[src/design/cmvm_pkg.sv]
`timescale 1ns / 1ps

package cmvm_pkg;

  localparam int MAX_DIM_DEF = 16;
  localparam int DIM_LIMIT   = 16;

  localparam int CNT_W    = 5;
  localparam int CFG_IDX_W = 3;
  localparam int CFG_DAT_W = 16;
  localparam int ELEM_W   = 32;
  localparam int PROD_W   = 32;
  localparam int TERM_W   = 33;
  localparam int ACC_W    = 38;
  localparam int MUL_W    = 54;
  localparam int SUM_W    = 56;
  localparam int RND_BIT  = 26;
  localparam int SHIFT    = 27;
  localparam int Q_W      = SUM_W - SHIFT;

  localparam logic [CFG_IDX_W-1:0] CFG_TRANS_MODE = 3'd0;
  localparam logic [CFG_IDX_W-1:0] CFG_ROWS_M     = 3'd1;
  localparam logic [CFG_IDX_W-1:0] CFG_COLS_N     = 3'd2;
  localparam logic [CFG_IDX_W-1:0] CFG_ALPHA_RE   = 3'd3;
  localparam logic [CFG_IDX_W-1:0] CFG_ALPHA_IM   = 3'd4;
  localparam logic [CFG_IDX_W-1:0] CFG_BETA_RE    = 3'd5;
  localparam logic [CFG_IDX_W-1:0] CFG_BETA_IM    = 3'd6;

  localparam logic [1:0] MODE_PLAIN = 2'd0;

  localparam logic signed [15:0] ALPHA_RE_RST = 16'sd4096;

  typedef enum logic [1:0] {
    OP_LOAD_X = 2'd0,
    OP_LOAD_Y = 2'd1,
    OP_LOAD_A = 2'd2,
    OP_START  = 2'd3
  } opcode_t;

  typedef enum logic [2:0] {
    ST_IDLE,
    ST_ROW,
    ST_ISSUE,
    ST_DRAIN,
    ST_FMUL,
    ST_FSUM,
    ST_FOUT
  } state_t;

  typedef struct packed {
    opcode_t            opcode;
    logic [3:0]         row_index;
    logic [3:0]         col_index;
    logic signed [15:0] value_re;
    logic signed [15:0] value_im;
  } in_t;

  typedef struct packed {
    logic [3:0]         out_index;
    logic signed [15:0] out_re;
    logic signed [15:0] out_im;
    logic               last_flag;
    logic               saturated;
  } out_t;

  typedef struct packed {
    logic [1:0]         trans_mode;
    logic [CNT_W-1:0]   rows_m;
    logic [CNT_W-1:0]   cols_n;
    logic signed [15:0] alpha_re;
    logic signed [15:0] alpha_im;
    logic signed [15:0] beta_re;
    logic signed [15:0] beta_im;
  } cfg_t;

  typedef struct packed {
    logic             ld_x;
    logic             ld_y;
    logic             ld_a;
    logic             acc_clr;
    logic             y_rd;
    logic             issue;
    logic             fin_mul;
    logic             fin_sum;
    logic             fin_out;
    logic             last;
    logic [CNT_W-1:0] row;
    logic [CNT_W-1:0] col;
  } cmd_t;

  typedef struct packed {
    logic out_free;
  } stat_t;

endpackage

[src/design/cmvm_cfg.sv]
`timescale 1ns / 1ps

module cmvm_cfg
  import cmvm_pkg::*;
(
  input  logic                 clk,
  input  logic                 rst_n,
  input  logic                 cfg_we,
  input  logic [CFG_IDX_W-1:0] cfg_index,
  input  logic [CFG_DAT_W-1:0] cfg_wdata,
  output cfg_t                 cfg
);

  cfg_t cfg_r, cfg_nxt;

  always_comb begin
    cfg_nxt = cfg_r;
    if (cfg_we) begin
      unique case (cfg_index)
        CFG_TRANS_MODE: cfg_nxt.trans_mode = cfg_wdata[1:0];
        CFG_ROWS_M:     cfg_nxt.rows_m     = cfg_wdata[CNT_W-1:0];
        CFG_COLS_N:     cfg_nxt.cols_n     = cfg_wdata[CNT_W-1:0];
        CFG_ALPHA_RE:   cfg_nxt.alpha_re   = cfg_wdata;
        CFG_ALPHA_IM:   cfg_nxt.alpha_im   = cfg_wdata;
        CFG_BETA_RE:    cfg_nxt.beta_re    = cfg_wdata;
        CFG_BETA_IM:    cfg_nxt.beta_im    = cfg_wdata;
        default: ;
      endcase
    end
  end

  always_ff @(posedge clk) begin
    if (!rst_n) begin
      cfg_r.trans_mode <= MODE_PLAIN;
      cfg_r.rows_m     <= '0;
      cfg_r.cols_n     <= '0;
      cfg_r.alpha_re   <= ALPHA_RE_RST;
      cfg_r.alpha_im   <= '0;
      cfg_r.beta_re    <= '0;
      cfg_r.beta_im    <= '0;
    end else begin
      cfg_r <= cfg_nxt;
    end
  end

  assign cfg = cfg_r;

endmodule

[config.mk]
export PLATFORM = sky130hd
export DESIGN_NAME = cmvm_cfg
export DESIGN_NICKNAME = d
export VERILOG_FILES = /design/src/design/cmvm_pkg.sv /design/src/design/cmvm_cfg.sv
export SDC_FILE = /design/constraint.sdc
export NUM_CORES = 1
export LEC_CHECK = 0
export CORE_MARGIN = 3
export CORE_UTILIZATION = 54
export DETAILED_ROUTE_END_ITERATION = 10
export DONT_BUFFER_PORTS = 1
export GPL_TIMING_DRIVEN = 0
export PLACE_DENSITY = 0.69
export SETUP_SLACK_MARGIN = 0.1
export SLEW_MARGIN = 10
export SYNTH_ARGS = -nofsm -noshare
export SYNTH_HDL_FRONTEND = slang
export SYNTH_SLANG_ARGS = --single-unit
export TNS_END_PERCENT = 1
[constraint.sdc]
create_clock -name clk -period 1 [get_ports clk]
set_input_delay 0.05 -clock clk [delete_from_list [all_inputs] [get_ports clk]]
set_output_delay 0.05 -clock clk [all_outputs]
set_load 0.01 [all_outputs]
==> metrics.yaml, run 1 <==
status: "finished with violations"
violations: "hold timing"
pwr-share-clk: 0.393
timing.max_cap.violations: 0
cts-resized-gates: 0
finalCritPeriodShare: 0.800
antenna_found_initial: 0
rsz0062_at_grt: "false"
powerDensity_nw_per_um2: 1780
postCtsHoldBufs: 11
postCtsSetupRepairBufs: 0
cts_buffers: 9
wl_per_cell_um: 17.8
ir_drop_mv: 0.962
r2r_start: "cfg[16]"
die_w_um: 78.5
cp_num_cells: 0
vias_per_cell: 5.32
avgSynthCellArea_um2: 10.4
ys_ff_latch: 76
clock_path_buffers: 2
yosysSeqAreaShare: 0.535
grt_pass1_wl_mm: 10.4
reg2reg_slack_ns: 0.30
start_util: 0.579
drv_slew: 0
root_buffer: "clkbuf_8"
synthesis.area_um2: 2840
setup_viol: 0
worstMarginPinSlew_ns: 0.566
cp_max_fo: 2
slew_headroom: 0.617
arrival_ns: 0.75
synthToLayoutAreaGrowth_pct: 13.6
power_uw: 5750
place.gp.congestion: 0.716
finalWirelength_mm: 6.51
max_freq_ghz: 1.25
yosysUniqueCellTypes: 14
ios: 98
crit_required_ns: 0.95
critPathLaunch: "cfg[15]"
ys_warn_count: 0
intPower_uw: 4370
dp_cells: 339
finalHoldViolations: 2
hpwl_mm: 4.58
min_from: "cfg_index[2]"
drc: 0
endpoint: "cfg[15]"
layout.nets: 316
clkLatencyLatePin_ns: 0.34
drive_gt1_frac: 0.107
largest_register_ffs: 76
start_kind: "flip-flop"
grt_max_degree: 14
grt_pass1_vias: 2072
syn_nets: 294
rows: 25
cts_tree: "built"
min_period_ns: 0.800
vias: 1947
finalInstanceArea_um2: 3230
nFillCells: 416
r2r_end: "cfg[16]"
place.port_buffers: 0
cts_num_sinks: 76
hold_slack_ns: -0.0777
ant_nets: 0
crit_type: "reg2out"
tns_ns: 0
fin_skew_ns: 0
syn_inst: 272
postPlaceCellArea_um2: 2930
min_path_type: "in2reg"
die_area_um2: 6170
p_leak_uw: 0.00147
clkTransAtPathRegs_ns: 0.08
antenna-diode-count: 0
reg2reg_depth: 2
cts-htree-levels: 3
switchingPower_uw: 1380
stdcell_count: 366
grt_overflow: 0
drt-pass1-iter-count: 4
coreArea_um2: 4910
die-height_um: 78.5
p_seq_frac: 0.551
grt_usage: 0.224
drtIter0Drc: 56
endpoint_kind: "output pin"
p_sw_frac: 0.240
comb_power_share: 0.056
[metrics by stage]
step | util | setup WS, ns | hold slack, ns
after floorplan | - | 0.183 | 0.216
after global placement | 0.596 | -0.00116 | 0.223
after detailed placement | 0.596 | -0.0309 | 0.234
after CTS | 0.657 | 0.182 | -0.0930
after global routing | 0.657 | 0.154 | -0.0902
final | 0.657 | 0.200 | -0.0777
[layer usage]
metal / global-route usage / routed length [um]
met1: 0.253 / 2750
met2: 0.369 / 3070
met3: 0.0894 / 569
met4: 0.101 / 120
met5: 0 / 0
[cells by family (layout without fill, tap and decap cells)]
family	count (synthesis)	count (layout)	synth area share
buf+inv	20	47	0.0467
simple gates	100	100	0.150
flops	76	76	0.535
mux	76	76	0.268
[layout by cell type, fill, tap and decap left out, types with 4 or more instances in the layout]
master / synthesis / final
clkbuf_8: 0 / 9
buf_6: 4 / 4
dfxtp_1: 76 / 76
buf_2: 7 / 7
dlygate4sd3_1: 0 / 11
clkinv_2: 0 / 4
clkbuf_1: 6 / 6
nand2_1: 91 / 91
mux2i_1: 76 / 76
[power groups by stage]
stage                     clock network (uW)  logic [uW]  registers, uW
after floorplan                            0         220           3230
after global placement                     0         286           3240
after detailed placement                   0         293           3240
after CTS                               2300         329           3170
after global routing                    2410         358           3180
final                                   2260         324           3170
[cells in the mapped netlist (all sizes together)]
cell type / instances / share of area
mux2i: 76 / 0.27
nand4bb: 1 / 0.0040
clkbuf: 6 / 0.0079
and4b: 1 / 0.0035
nor4b: 1 / 0.0031
nand2: 91 / 0.12
buf: 14 / 0.039
dfxtp: 76 / 0.54
and4bb: 2 / 0.0088
nor2b: 2 / 0.0044
nand4b: 2 / 0.0062
[final cells by class]
cell class	count	area [um2]	area share
Clock buffer	9	124	0.0384
Tap cell	67	83.8	0.0260
Buffer	20	133	0.0411
Multi-Input combinational cell	176	1190	0.368
Timing Repair Buffer	11	110	0.0341
Sequential cell	76	1520	0.472
Clock inverter	7	67.6	0.0209
[worst min path at each step]
stage,to,slack (ns),cells after the start
detailed placement,cfg[60],0.23,2
CTS,cfg[75],-0.09,2
global placement,cfg[60],0.22,2
global route,cfg[74],-0.09,2
finish,cfg[75],-0.08,2
floorplan,cfg[60],0.22,2
Note: power is estimated with default switching activity, not from simulation.
==> run 2: changes to the inputs <==
Clock period 1 ns to 0.8 ns, I/O delays scaled along.
==> run 2 against run 1 <==
The run still ends with hold timing left. Routed wire length rose by 2.8%. Sequential cell count did not move. Setup slack got worse by 0.16 ns. Sequential power rose by 26%. Die area did not move. Register-to-register slack got worse by 0.17 ns. Cell area rose by 3.9%. Power rose by 28%. Clock-buffer cell count rose by 2. First-iteration DRC count fell by 13%. Final cell count rose by 0.27%. Hold slack got worse by 0.049 ns.
==> metrics.yaml, run 2 (synthesized netlist as in run 1, its figures left out) <==
fin_skew_ns: 0  # unchanged
reg2reg_depth: 2  # unchanged
root_buffer: "clkbuf_8"
cts_tree: "built"
timing.max_cap.violations: 0  # unchanged
grt_overflow: 0  # unchanged
grt_pass1_vias: 2091  # +0.92%
drtIter0Drc: 49  # -13%
vias: 1969  # +1.1%
crit_type: "reg2out"
postPlaceCellArea_um2: 2930  # +0.21%
nFillCells: 404  # -2.9%
cts_buffers: 9  # unchanged
p_leak_uw: 0.00153  # +3.5%
ir_drop_mv: 1.15  # +19%
antenna-diode-count: 0  # unchanged
switchingPower_uw: 1700  # +23%
grt_pass1_wl_mm: 10.6  # +2.0%
die_w_um: 78.5  # unchanged
drive_gt1_frac: 0.367  # +0.260
setup_viol: 0  # unchanged
start_kind: "flip-flop"
drv_slew: 0  # unchanged
antenna_found_initial: 0  # unchanged
cp_num_cells: 0  # unchanged
cts-htree-levels: 3  # unchanged
crit_required_ns: 0.76  # -0.19 ns
violations: "hold timing"
endpoint: "cfg[53]"
r2r_end: "cfg[13]"
p_seq_frac: 0.541  # -0.010
setup_ws_ns: 0.0406  # -0.159 ns
hold_slack_ns: -0.127  # -0.0493 ns
drc: 0  # unchanged
pwr-share-clk: 0.402  # +0.009
reg2reg_slack_ns: 0.13  # -0.17 ns
arrival_ns: 0.72  # -0.03 ns
layout_commonest_cell: "nand2_1"
synthToLayoutAreaGrowth_pct: 18.0
power_uw: 7340  # +28%
ios: 98  # unchanged
min_path_type: "in2reg"
endpoint_kind: "output pin"
grt_max_degree: 13  # -1
powerDensity_nw_per_um2: 2190  # +23%
max_freq_ghz: 1.32
finalInstanceArea_um2: 3350  # +3.9%
vias_per_cell: 5.37  # +0.85%
clock_path_buffers: 2  # unchanged
status: "finished with violations"
stdcell_count: 367  # +0.27%
tns_ns: 0  # unchanged
clkTransAtPathRegs_ns: 0.08  # about the same
hpwl_mm: 4.45  # -2.8%
worstMarginPinSlew_ns: 0.551  # -0.0153 ns
postCtsHoldBufs: 12  # +1
drt-pass1-iter-count: 4  # unchanged
place.gp.congestion: 0.792  # +11%
comb_power_share: 0.056  # about the same
grt_usage: 0.229  # +0.00554
intPower_uw: 5640  # +29%
clkLatencyLatePin_ns: 0.34  # about the same
wl_per_cell_um: 18.2  # +2.5%
min_period_ns: 0.759
start_util: 0.579  # unchanged
cp_max_fo: 2  # unchanged
rows: 25  # unchanged
slew_headroom: 0.633  # +0.0155
postCtsSetupRepairBufs: 0  # unchanged
layout_common_cells: "91 x nand2_1, 76 x mux2i_1, 75 x dfxtp_2, 12 x dlygate4sd3_1, 11 x clkbuf_8"
layout.nets: 317  # +0.32%
finalCritPeriodShare: 0.949
die-height_um: 78.5  # unchanged
r2r_start: "cfg[13]"
critPathLaunch: "cfg[53]"
cts_num_sinks: 76  # unchanged
post-place-ws_ns: -0.219  # -0.188 ns
ant_nets: 0  # unchanged
coreArea_um2: 4910  # unchanged
p_sw_frac: 0.232  # -0.00850
die_area_um2: 6170  # unchanged
finalHoldViolations: 2  # unchanged
largest_register_ffs: 76  # unchanged
finalWirelength_mm: 6.69  # +2.8%
dp_cells: 339  # unchanged
rsz0062_at_grt: "true"
place.port_buffers: 0  # unchanged
[run 2: worst min path at each step]
stage,from,to,slack [ns],cells after the start
3_3_place_gp,cfg_wdata[12],cfg[60],0.21,2
4_1_cts,cfg_index[0],cfg[75],-0.13,2
2_1_floorplan,cfg_wdata[12],cfg[60],0.21,2
5_1_grt,cfg_index[0],cfg[75],-0.13,2
3_5_place_dp,cfg_wdata[12],cfg[60],0.22,2
6_report,cfg_index[0],cfg[75],-0.13,2
[run 2: what timing repair did]
action	4_1_cts	5_1_grt
hold endpoints to repair	48	2
resized for setup	76	3
pin swaps	0	0
gates cloned	0	0
setup endpoints to repair	77	107
[run 2: area by class of cell]
type / instances / area, um2 / share of cell area
well taps: 67 / 83.8 / 0.0250
clock inverters: 5 / 50.0 / 0.0149
repair buffers: 12 / 120 / 0.0358
flip-flops and latches: 76 / 1620 / 0.483
clock buffers: 11 / 151 / 0.0452
plain buffers: 20 / 134 / 0.0399
multi-input cells: 176 / 1190 / 0.356
[run 2: power by group through the flow]
| stage | registers [uW] | logic [uW] | clock network (uW) |
|---|---|---|---|
| final | 3980 | 414 | 2950 |
| after global routing | 3980 | 456 | 3160 |
| after CTS | 3980 | 412 | 2980 |
| after detailed placement | 4050 | 363 | 0 |
| after global placement | 4050 | 357 | 0 |
| after floorplan | 4030 | 276 | 0 |
[run 2: per-stage QoR]
step	hold slack [ns]	utilization
2_1_floorplan	0.206	-
3_3_place_gp	0.213	0.597
3_5_place_dp	0.220	0.597
4_1_cts	-0.134	0.682
5_1_grt	-0.133	0.683
6_report	-0.127	0.683
[run 2: per-layer routing]
metal  track usage  share of wire  vias up
met4        0.0944          0.019        0
met5             0              0        -
met3         0.104          0.097       10
li1              -              -      947
met2         0.377           0.47       76
met1         0.257           0.41      936
