File: config.mk
export PLATFORM = sky130hd
export DESIGN_NAME = cmvm_ctrl
export DESIGN_NICKNAME = d
export VERILOG_FILES = /design/src/design/cmvm_pkg.sv /design/src/design/cmvm_ctrl.sv
export SDC_FILE = /design/constraint.sdc
export NUM_CORES = 1
export LEC_CHECK = 0
export ABC_AREA = 1
export BUFFER_PORTS_ARGS = -buffer_cell sky130_fd_sc_hd__buf_2
export CORE_MARGIN = 3
export CORE_UTILIZATION = 47
export CTS_CLUSTER_SIZE = 20
export DETAILED_ROUTE_END_ITERATION = 16
export GPL_TIMING_DRIVEN = 0
export PLACE_DENSITY_LB_ADDON = 0.12
export SKIP_LAST_GASP = 1
export SLEW_MARGIN = 20
export SYNTH_ARGS = -nofsm -noshare
export SYNTH_HDL_FRONTEND = slang
export SYNTH_SLANG_ARGS = --single-unit
File: constraint.sdc
create_clock -name clk -period 3 [get_ports clk]
set_input_delay 0.15 -clock clk [delete_from_list [all_inputs] [get_ports clk]]
set_output_delay 0.15 -clock clk [all_outputs]
set_load 0.02 [all_outputs]
File: src/design/cmvm_pkg.sv
`timescale 1ns / 1ps

package cmvm_pkg;

  localparam int MAX_DIM_DEF = 16;
  localparam int DIM_LIMIT   = 16;

  localparam int CNT_W    = 5;
  localparam int CFG_IDX_W = 3;
  localparam int CFG_DAT_W = 16;
  localparam int ELEM_W   = 32;
  localparam int PROD_W   = 32;
  localparam int TERM_W   = 33;
  localparam int ACC_W    = 38;
  localparam int MUL_W    = 54;
  localparam int SUM_W    = 56;
  localparam int RND_BIT  = 26;
  localparam int SHIFT    = 27;
  localparam int Q_W      = SUM_W - SHIFT;

  localparam logic [CFG_IDX_W-1:0] CFG_TRANS_MODE = 3'd0;
  localparam logic [CFG_IDX_W-1:0] CFG_ROWS_M     = 3'd1;
  localparam logic [CFG_IDX_W-1:0] CFG_COLS_N     = 3'd2;
  localparam logic [CFG_IDX_W-1:0] CFG_ALPHA_RE   = 3'd3;
  localparam logic [CFG_IDX_W-1:0] CFG_ALPHA_IM   = 3'd4;
  localparam logic [CFG_IDX_W-1:0] CFG_BETA_RE    = 3'd5;
  localparam logic [CFG_IDX_W-1:0] CFG_BETA_IM    = 3'd6;

  localparam logic [1:0] MODE_PLAIN = 2'd0;

  localparam logic signed [15:0] ALPHA_RE_RST = 16'sd4096;

  typedef enum logic [1:0] {
    OP_LOAD_X = 2'd0,
    OP_LOAD_Y = 2'd1,
    OP_LOAD_A = 2'd2,
    OP_START  = 2'd3
  } opcode_t;

  typedef enum logic [2:0] {
    ST_IDLE,
    ST_ROW,
    ST_ISSUE,
    ST_DRAIN,
    ST_FMUL,
    ST_FSUM,
    ST_FOUT
  } state_t;

  typedef struct packed {
    opcode_t            opcode;
    logic [3:0]         row_index;
    logic [3:0]         col_index;
    logic signed [15:0] value_re;
    logic signed [15:0] value_im;
  } in_t;

  typedef struct packed {
    logic [3:0]         out_index;
    logic signed [15:0] out_re;
    logic signed [15:0] out_im;
    logic               last_flag;
    logic               saturated;
  } out_t;

  typedef struct packed {
    logic [1:0]         trans_mode;
    logic [CNT_W-1:0]   rows_m;
    logic [CNT_W-1:0]   cols_n;
    logic signed [15:0] alpha_re;
    logic signed [15:0] alpha_im;
    logic signed [15:0] beta_re;
    logic signed [15:0] beta_im;
  } cfg_t;

  typedef struct packed {
    logic             ld_x;
    logic             ld_y;
    logic             ld_a;
    logic             acc_clr;
    logic             y_rd;
    logic             issue;
    logic             fin_mul;
    logic             fin_sum;
    logic             fin_out;
    logic             last;
    logic [CNT_W-1:0] row;
    logic [CNT_W-1:0] col;
  } cmd_t;

  typedef struct packed {
    logic out_free;
  } stat_t;

endpackage

File: src/design/cmvm_ctrl.sv
`timescale 1ns / 1ps

module cmvm_ctrl
  import cmvm_pkg::*;
#(
  parameter int MAX_DIM = MAX_DIM_DEF
) (
  input  logic    clk,
  input  logic    rst_n,
  input  logic    in_valid,
  output logic    in_ready,
  input  opcode_t in_opcode,
  input  cfg_t    cfg,
  input  stat_t   stat,
  output cmd_t    cmd
);

  localparam int DIM_CAP = (MAX_DIM < DIM_LIMIT) ? MAX_DIM : DIM_LIMIT;
  localparam logic [CNT_W-1:0] CAP = CNT_W'(DIM_CAP);

  state_t           state_r, state_nxt;
  logic [CNT_W-1:0] i_r, i_nxt;
  logic [CNT_W-1:0] j_r, j_nxt;
  logic [CNT_W-1:0] nrows_r, nrows_nxt;
  logic [CNT_W-1:0] ncols_r, ncols_nxt;
  logic             drain_r, drain_nxt;
  logic [CNT_W-1:0] m_cap, n_cap;
  logic             last_row;

  assign m_cap    = (cfg.rows_m > CAP) ? CAP : cfg.rows_m;
  assign n_cap    = (cfg.cols_n > CAP) ? CAP : cfg.cols_n;
  assign last_row = (i_r == nrows_r - CNT_W'(1));

  always_ff @(posedge clk) begin
    if (!rst_n) begin
      state_r <= ST_IDLE;
      i_r     <= '0;
      j_r     <= '0;
      nrows_r <= '0;
      ncols_r <= '0;
      drain_r <= 1'b0;
    end else begin
      state_r <= state_nxt;
      i_r     <= i_nxt;
      j_r     <= j_nxt;
      nrows_r <= nrows_nxt;
      ncols_r <= ncols_nxt;
      drain_r <= drain_nxt;
    end
  end

  always_comb begin
    state_nxt = state_r;
    i_nxt     = i_r;
    j_nxt     = j_r;
    nrows_nxt = nrows_r;
    ncols_nxt = ncols_r;
    drain_nxt = drain_r;
    in_ready  = 1'b0;
    cmd       = '0;
    cmd.row   = i_r;
    cmd.col   = j_r;
    cmd.last  = last_row;

    unique case (state_r)
      ST_IDLE: begin
        in_ready = 1'b1;
        if (in_valid) begin
          unique case (in_opcode)
            OP_LOAD_X: cmd.ld_x = 1'b1;
            OP_LOAD_Y: cmd.ld_y = 1'b1;
            OP_LOAD_A: cmd.ld_a = 1'b1;
            OP_START: begin
              nrows_nxt = (cfg.trans_mode == MODE_PLAIN) ? m_cap : n_cap;
              ncols_nxt = (cfg.trans_mode == MODE_PLAIN) ? n_cap : m_cap;
              i_nxt     = '0;
              if (nrows_nxt != '0) begin
                state_nxt = ST_ROW;
              end
            end
          endcase
        end
      end
      ST_ROW: begin
        cmd.acc_clr = 1'b1;
        cmd.y_rd    = 1'b1;
        j_nxt       = '0;
        state_nxt   = (ncols_r == '0) ? ST_FMUL : ST_ISSUE;
      end
      ST_ISSUE: begin
        cmd.issue = 1'b1;
        j_nxt     = j_r + CNT_W'(1);
        if (j_r == ncols_r - CNT_W'(1)) begin
          drain_nxt = 1'b0;
          state_nxt = ST_DRAIN;
        end
      end
      ST_DRAIN: begin
        drain_nxt = 1'b1;
        if (drain_r) begin
          state_nxt = ST_FMUL;
        end
      end
      ST_FMUL: begin
        cmd.fin_mul = 1'b1;
        state_nxt   = ST_FSUM;
      end
      ST_FSUM: begin
        cmd.fin_sum = 1'b1;
        state_nxt   = ST_FOUT;
      end
      ST_FOUT: begin
        if (stat.out_free) begin
          cmd.fin_out = 1'b1;
          if (last_row) begin
            state_nxt = ST_IDLE;
          end else begin
            i_nxt     = i_r + CNT_W'(1);
            state_nxt = ST_ROW;
          end
        end
      end
      default: state_nxt = ST_IDLE;
    endcase
  end

endmodule

==> results of run 1 <==
[worst paths after layout]
check                            end  slack, ns  depth (start not counted)
max reg2reg      i_r[1]$_SDFFE_PN0P_       1.25                         11
min reg2reg  ncols_r[3]$_SDFFE_PN0P_       0.49                          2
max                          cmd[10]       0.98                          8
min          ncols_r[4]$_SDFFE_PN0P_       0.16                          3
[metal layers]
layer / track usage / wire [µm]
met3: 0.04047 / 153
met4: 0.04557 / 19
met1: 0.2374 / 1924
met5: 0 / 0
met2: 0.3252 / 1812
[stage by stage]
| stage | cell area [µm²] | instances |
|---|---|---|
| after floorplan | 1750 | 275 |
| after global placement | 1998 | 359 |
| after detailed placement | 1998 | 359 |
| after CTS | 2053 | 363 |
| after global routing | 2053 | 363 |
| final | 2053 | 363 |
[final cells by class]
type / instances / area, µm² / share of cell area
Multi-Input combinational cell: 201 / 1057 / 0.5149
Buffer: 7 / 46.29 / 0.02255
Sequential cell: 24 / 480.5 / 0.2340
Clock buffer: 4 / 55.05 / 0.02681
Tap cell: 46 / 57.56 / 0.02803
Inverter: 43 / 166.4 / 0.08105
Timing Repair Buffer: 38 / 190.2 / 0.09263
[power by group]
group          switching, mW  internal (mW)
clock network          0.111          0.118
registers             0.0689          0.375
logic                  0.567          0.307
[registers in the layout, indices dropped and copies added (netlist names)]
register and cells:
j_r 5, i_r 5, state_r 3, drain_r 1, nrows_r 5, ncols_r 5
[critical path: cells and delay by family, from the launching register on]
family | cells | cell delay [ns]
buffers and inverters | 3 | 0.39
adder cells (fa/ha/maj) | 1 | 0.30
XOR/XNOR | 1 | 0.12
AND/OR/NAND/NOR | 3 | 0.42
flip-flops | 1 | 0.37
[cell usage in the layout (no fill, tap or decap), drive strengths merged, types with 4 or more instances in the layout]
cell type	n
nand2	69
buf	43
inv	43
nor2	37
dfxtp	24
o21ai	22
a21oi	21
nand3	18
nand4	7
clkbuf	6
xor2	5
xnor2	5
nor4	4
ha	4
[kinds of logic (layout without fill, tap and decap cells)]
| family | after synthesis | after routing | synth area share |
|---|---|---|---|
| xor gates and xnor gates | 10 | 10 | 0.05003 |
| and+or+nand+nor | 138 | 138 | 0.3645 |
| DFF | 24 | 24 | 0.2745 |
| AOI/OAI and AO/OA | 49 | 49 | 0.1608 |
| adders and majority gates | 4 | 4 | 0.02859 |
| buffers and inverters | 50 | 92 | 0.1215 |
==> results_dict.tcl, run 1 <==
set metrics [dict create \
    status "complete, no violations" \
    postLayoutSetupSlackWorst_ns 0.9846 \
    endpoint_kind "output port" \
    cp_max_fo 3 \
    min-delay-start "rst_n" \
    routedWlPerCell_um 10.77 \
    syn_to_layout_area_delta_pct 17.30 \
    yosysSeqAreaShare 0.2745 \
    gp_congestion 0.8665 \
    yosys.cell_count.top_type "sky130_fd_sc_hd__nand2_1" \
    floorplan.initialDensity 0.5047 \
    first_global_vias 1571 \
    setup-tns-final_ns 0 \
    vdd_drop_max_mv 0.3758 \
    vias_per_cell 4.920 \
    static-leakage-power_nw 1.041 \
    timing.final.setup_violations 0 \
    crit_slowest_cell "sky130_fd_sc_hd__dfxtp_1" \
    hold_path.class "in2reg" \
    cts_tree "yes" \
    post-place-ws_ns 1.249 \
    ctsHtreeMaxLevel 1 \
    timing.clock.skew_ns 0.008425 \
    boundaryPins 103 \
    max-slew-margin-rel 0.6289 \
    synth_seq_cells 24 \
    synth_area_per_cell_um2 6.365 \
    holdBufCountCts 0 \
    synth-async-reset-ratio 0 \
    fp.dieH_um 67.03 \
    port-buffer-count 38 \
    path_class "reg2out" \
    synth-edff-count 0 \
    final-hold-violation-count 0 \
    grt_start_max_net_pins 14 \
    cap_viol_max_count 0 \
    power.total_mw 1.546 \
    via_count 1786 \
    timing.critical_path.arrival_ns 1.87 \
    syn-num-nets 361 \
    gr-usage-all-layers 0.1892 \
    ys_types 33 \
    cts.root.buffer_cell "sky130_fd_sc_hd__clkbuf_8" \
    post_cts_resize_count 0 \
    setup_repair_after_global_routing_missed_its_margin "no" \
    layout_worst_path_cycle_share 0.6718 \
    yosys_warnings 0 \
    grt_pass1_wl_um 6644 \
    synth_area_um2 1750 \
    clock_path_buffers 2 \
    timing.critical_path.from_type "register" \
    worst_hold_slack_ns 0.1610 \
    grt_antenna_before_repair 0 \
    detailedRoute.firstIterationViolations 72 \
    highest_attainable_clock_frequency_mhz 496.2 \
    overflow 0 \
    fp-row-count 21 \
    maxSlewViolCount 0 \
    worst_setup_hold_path_clk_slew_ns 0.08 \
    final_core_util 0.5920 \
    total_setup_buffers_inserted_after_cts 0 \
    fill_cells 356 \
    r2r_start "nrows_r[0]$_SDFFE_PN0P_" \
    largest_incremental_delay_on_the_critical_path_ns 0.37 \
    finish.net_count 404 \
    total_routed_length_um 3909 \
    synthTopCellsByCount "sky130_fd_sc_hd__nand2_1 (66), sky130_fd_sc_hd__inv_1 (35), sky130_fd_sc_hd__nor2_1 (32)" \
    synth_top_flop_cell "sky130_fd_sc_hd__dfxtp_1" \
    synth_top_area_frac 0.2745 \
    cp_data_required_time_ns 2.85 \
    final_period_minus_worst_setup_slack_ns 2.015 \
    cell_by_cell_trace_of_the_critical_path "inv_1, ha_1, xnor2_1, nor2_1, nand2_1, nor4_1, buf_4, buf_2" \
    die_outline_area_um2 4492 \
    netlist_instances 275 \
    antenna-diode-count 0 \
    synthTopCellsByArea "sky130_fd_sc_hd__dfxtp_1 (27%), sky130_fd_sc_hd__nand2_1 (14%), sky130_fd_sc_hd__inv_1 (7.5%)" \
    clock_sink_count 24 \
    drtPass1Iterations 4 \
    power.density_cell_area_nw_per_um2 752.8 \
    worst_pin_slew_ns 0.5567 \
    drive_above_1_share 0.2240 \
    fp.dieW_um 67.03 \
    cp-startpoint "nrows_r[0]$_SDFFE_PN0P_" \
    post-dp-hpwl_um 3070 \
    drc 0 \
    clk-insertion-delay-late_ns 0.28 \
    synth_area_leader_cell "sky130_fd_sc_hd__dfxtp_1" \
    core_area_um2 3468 \
    number_of_buffers_created_by_cts 3 \
    postRouteAntennaNets 0 \
]
Power figures use the tool's default switching activity.
==> run 2: changes to the inputs <==
Settings changed: CORE_UTILIZATION 47 to 44.
Clock period 3 ns to 2 ns, I/O delays scaled along.
==> results_dict.tcl, run 2 (same netlist as run 1, synthesis figures left out) <==
set metrics [dict create \
    status "complete, no violations" \
    mostFrequentLayoutCell "sky130_fd_sc_hd__nand2_1" \
    first_global_vias 1564 \
    layout_common_cells "sky130_fd_sc_hd__nand2_1 (66), sky130_fd_sc_hd__buf_2 (38), sky130_fd_sc_hd__inv_1 (35)" \
    final-hold-violation-count 0 \
    gp_congestion 0.8554 \
    maxSlewViolCount 0 \
    setup-tns-final_ns 0 \
    clk-insertion-delay-late_ns 0.27 \
    drtPass1Iterations 4 \
    grt_start_max_net_pins 15 \
    core_area_um2 3744 \
    cp_max_fo 3 \
    gr-usage-all-layers 0.1618 \
    holdBufCountCts 0 \
    port-buffer-count 38 \
    cp_data_required_time_ns 1.90 \
    boundaryPins 103 \
    ctsHtreeMaxLevel 1 \
    fp-row-count 22 \
    grt_pass1_wl_um 6630 \
    fp.dieW_um 69.08 \
    floorplan.initialDensity 0.4676 \
    vias_per_cell 5.027 \
    timing.final.setup_violations 0 \
    highest_attainable_clock_frequency_mhz 527.0 \
    clock_sink_count 24 \
    fin_area_um2 2095 \
    vdd_drop_max_mv 0.8222 \
    clock_path_buffers 2 \
    timing.critical_path.from_type "register" \
    final_period_minus_worst_setup_slack_ns 1.898 \
    detailedRoute.firstIterationViolations 104 \
    post-dp-hpwl_um 3080 \
    cts_tree "yes" \
    fp.dieH_um 69.08 \
    timing.critical_path.arrival_ns 1.80 \
    postRouteAntennaNets 0 \
    cts.root.buffer_cell "sky130_fd_sc_hd__clkbuf_8" \
    layout_worst_path_cycle_share 0.9488 \
    drc 0 \
    total_setup_buffers_inserted_after_cts 0 \
    worst_pin_slew_ns 0.5237 \
    die_outline_area_um2 4771 \
    grt_antenna_before_repair 0 \
    via_count 1835 \
    total_routed_length_um 3982 \
    number_of_buffers_created_by_cts 3 \
    syn_to_layout_area_delta_pct 19.66 \
    antenna-diode-count 0 \
    timing.clock.skew_ns 0.007209 \
    overflow 0 \
    final_core_util 0.5595 \
    drive_above_1_share 0.2334 \
    hold_path.class "in2reg" \
    endpoint_kind "output port" \
    worst_setup_hold_path_clk_slew_ns 0.08 \
    path_class "reg2out" \
    power.density_cell_area_nw_per_um2 1159 \
    routedWlPerCell_um 10.91 \
    instance_area_at_placement_um2 2001 \
    max-slew-margin-rel 0.6509 \
    static-leakage-power_nw 1.050 \
    post_cts_resize_count 0 \
    cap_viol_max_count 0 \
    fill_cells 396 \
    finish.net_count 404 \
]
run 2: layer usage:
layer  global-route usage  part of all wire
met2               0.2680              0.47
met4              0.03254            0.0055
met5                    0                 0
met3              0.02770             0.040
met1               0.2205              0.49
run 2: worst max-delay path: stages (launching register included):
cell	delay, ns
sky130_fd_sc_hd__dfxtp_1	0.30
sky130_fd_sc_hd__inv_1	0.14
sky130_fd_sc_hd__ha_4	0.23
sky130_fd_sc_hd__xnor2_1	0.13
sky130_fd_sc_hd__nor2_1	0.13
sky130_fd_sc_hd__nand2_1	0.09
sky130_fd_sc_hd__nor4_2	0.24
sky130_fd_sc_hd__buf_4	0.15
sky130_fd_sc_hd__buf_4	0.13
run 2: layout make-up:
cell class / count / area (µm²) / share of cell area
multi-input combinational: 201 / 1076 / 0.5137
sequential: 24 / 481.7 / 0.2300
timing repair buffer: 38 / 192.7 / 0.09200
inverter: 43 / 166.4 / 0.07945
tap: 48 / 60.06 / 0.02867
buffer: 7 / 46.29 / 0.02210
clock buffer: 3 / 41.29 / 0.01971
clock inverter: 1 / 30.03 / 0.01434
run 2: path summary, 6_finish.rpt:
| kind | to | start | slack [ns] | cells past startpoint |
|---|---|---|---|---|
| worst max register to register | state_r[0]$_SDFFE_PN0P_ | ncols_r[0]$_SDFFE_PN0P_ | 0.26 | 13 |
| worst min-delay path | ncols_r[4]$_SDFFE_PN0P_ | rst_n | 0.13 | 3 |
| worst min register to register | nrows_r[0]$_SDFFE_PN0P_ | nrows_r[0]$_SDFFE_PN0P_ | 0.48 | 2 |
| worst max-delay path | cmd[10] | nrows_r[1]$_SDFFE_PN0P_ | 0.10 | 8 |
run 2: metrics by stage:
step                      total power, mW  instances  hold slack [ns]  setup slack [ns]
after detailed placement            1.996        361           0.4116            0.2582
after floorplan                     1.695        275           0.2383            0.4494
final                               2.428        365           0.1311            0.1024
after CTS                           2.431        365           0.1270           0.02191
after global placement              1.984        361           0.4101            0.2885
after global routing                2.621        365           0.1488          -0.02777
run 2: power by group:
| part | switching [mW] | total, mW | internal, mW |
|---|---|---|---|
| Combinational | 0.871 | 1.33 | 0.463 |
| Sequential | 0.105 | 0.668 | 0.562 |
| Clock | 0.159 | 0.426 | 0.268 |
==> run 3: changes to the inputs <==
==> constraint.sdc (replaced) <==
create_clock -name clk -period 2 [get_ports clk]
set_input_delay 0.3 -clock clk [delete_from_list [all_inputs] [get_ports clk]]
set_output_delay 0.3 -clock clk [all_outputs]
set_load 0.02 [all_outputs]
==> results_dict.tcl, run 3 (same netlist as run 1, synthesis figures left out) <==
set metrics [dict create \
    gp_congestion 0.8554 \
    fp-row-count 22 \
    timing.critical_path.arrival_ns 1.63 \
    drtPass1Iterations 4 \
    cp_max_fo 3 \
    clock_path_buffers 2 \
    grt_start_max_net_pins 15 \
    antenna-diode-count 0 \
    overflow 0 \
    post-dp-hpwl_um 3080 \
    placed_cells_incl_taps 361 \
    timing.clock.skew_ns 0.007161 \
    worst_setup_hold_path_clk_slew_ns 0.08 \
    combinational_group_share_of_total_power 0.549 \
    clk-insertion-delay-late_ns 0.27 \
    highest_attainable_clock_frequency_mhz 516.9 \
    final_period_minus_worst_setup_slack_ns 1.935 \
    timing.critical_path.from_type "register" \
    finish.net_count 405 \
    port-buffer-count 38 \
    postLayoutSetupSlackWorst_ns 0.06521 \
    clock_sink_count 24 \
    timing.final.setup_violations 0 \
    fp.dieH_um 69.08 \
    post-place-ws_ns 0.1233 \
    power.total_mw 2.434 \
    cap_viol_max_count 0 \
    power.switching_mw 1.138 \
    cts_tree "yes" \
    internal_power_mw 1.295 \
    maxSlewViolCount 0 \
    switching_share 0.4677 \
    layout_worst_path_cycle_share 0.9674 \
    via_count 1847 \
    part_of_the_power_in_registers 0.275 \
    routedWlPerCell_um 10.89 \
    syn_to_layout_area_delta_pct 20.51 \
    worst_pin_slew_ns 0.5190 \
    gr-usage-all-layers 0.1651 \
    boundaryPins 103 \
    p_clk_frac 0.175 \
    fp.dieW_um 69.08 \
    detailedRoute.firstIterationViolations 88 \
    setup_repair_after_global_routing_missed_its_margin "yes" \
    static-leakage-power_nw 1.058 \
    drc 0 \
    power.density_cell_area_nw_per_um2 1154 \
    path_class "reg2out" \
    vias_per_cell 5.046 \
    fin_cells 366 \
    final_core_util 0.5635 \
    fill_cells 392 \
    mostFrequentLayoutCell "sky130_fd_sc_hd__nand2_1" \
    status "complete, no violations" \
    die_outline_area_um2 4771 \
    vdd_drop_max_mv 0.8233 \
    total_routed_length_um 3986 \
    final-hold-violation-count 0 \
    grt_pass1_wl_um 6741 \
    cts.root.buffer_cell "sky130_fd_sc_hd__clkbuf_8" \
    layout_common_cells "sky130_fd_sc_hd__nand2_1 (66), sky130_fd_sc_hd__buf_2 (38), sky130_fd_sc_hd__inv_1 (33)" \
    max-slew-margin-rel 0.6540 \
    first_global_vias 1569 \
    holdBufCountCts 0 \
    number_of_buffers_created_by_cts 3 \
    ctsHtreeMaxLevel 1 \
    core_area_um2 3744 \
    endpoint_kind "output port" \
    grt_antenna_before_repair 0 \
    cp_data_required_time_ns 1.70 \
    drive_above_1_share 0.2453 \
    hold_path.class "in2reg" \
    floorplan.initialDensity 0.4676 \
    postRouteAntennaNets 0 \
]
run 3: worst paths after layout:
check                                        startpoint                 endpoint  slack [ns]  cells past startpoint
worst min-delay path                              rst_n  ncols_r[4]$_SDFFE_PN0P_        0.33                      3
worst max register to register  ncols_r[0]$_SDFFE_PN0P_  state_r[0]$_SDFFE_PN0P_        0.26                     13
worst min register to register  ncols_r[3]$_SDFFE_PN0P_  ncols_r[3]$_SDFFE_PN0P_        0.49                      2
worst max-delay path            nrows_r[1]$_SDFFE_PN0P_                  cmd[10]        0.07                      8
run 3: worst max-delay path: stages (launching register included):
cell and delay [ns]:
sky130_fd_sc_hd__dfxtp_2 0.35, sky130_fd_sc_hd__inv_4 0.05, sky130_fd_sc_hd__ha_4 0.23, sky130_fd_sc_hd__xnor2_1 0.12, sky130_fd_sc_hd__nor2_1 0.11, sky130_fd_sc_hd__nand2_1 0.09, sky130_fd_sc_hd__nor4_2 0.16, sky130_fd_sc_hd__buf_4 0.15
sky130_fd_sc_hd__buf_6 0.10
run 3: cell type report:
| type | count | area (µm²) | share of cell area |
|---|---|---|---|
| multi-input cells | 201 | 1076 | 0.5101 |
| flip-flops and latches | 24 | 483.0 | 0.2289 |
| repair buffers | 39 | 203.9 | 0.09668 |
| inverters | 43 | 168.9 | 0.08007 |
| well taps | 48 | 60.06 | 0.02847 |
| plain buffers | 7 | 46.29 | 0.02195 |
| clock buffers | 3 | 41.29 | 0.01957 |
| clock inverters | 1 | 30.03 | 0.01423 |
run 3: power by group through the flow:
stage               registers (mW)  logic (mW)  clock network, mW
floorplan                    0.689        1.01                  0
global placement             0.678        1.31                  0
detailed placement           0.677        1.32                  0
CTS                          0.668        1.34              0.436
global route                 0.685        1.49              0.451
finish                       0.670        1.34              0.427
run 3: per-stage QoR:
stage	hold WS, ns	cell area [µm²]	TNS, ns
floorplan	0.4383	1750	0
global placement	0.4650	2001	0
detailed placement	0.4738	2001	0
CTS	0.3270	2110	-0.04873
global route	0.3490	2110	-0.04645
finish	0.3322	2110	0
run 3: repair_timing:
item	4_1_cts	5_1_grt
setup buffers	1	0
pin swaps	4	2
endpoints found under the setup margin	1	1
resized for setup	9	0
run 3: per-layer routing:
| layer | vias up | GRT usage | wire (µm) |
|---|---|---|---|
| met3 | 2 | 0.02770 | 162 |
| met1 | 828 | 0.2214 | 1907 |
| met5 | - | 0 | 0 |
| li1 | 981 | - | - |
| met2 | 36 | 0.2786 | 1893 |
| met4 | 0 | 0.03254 | 22 |
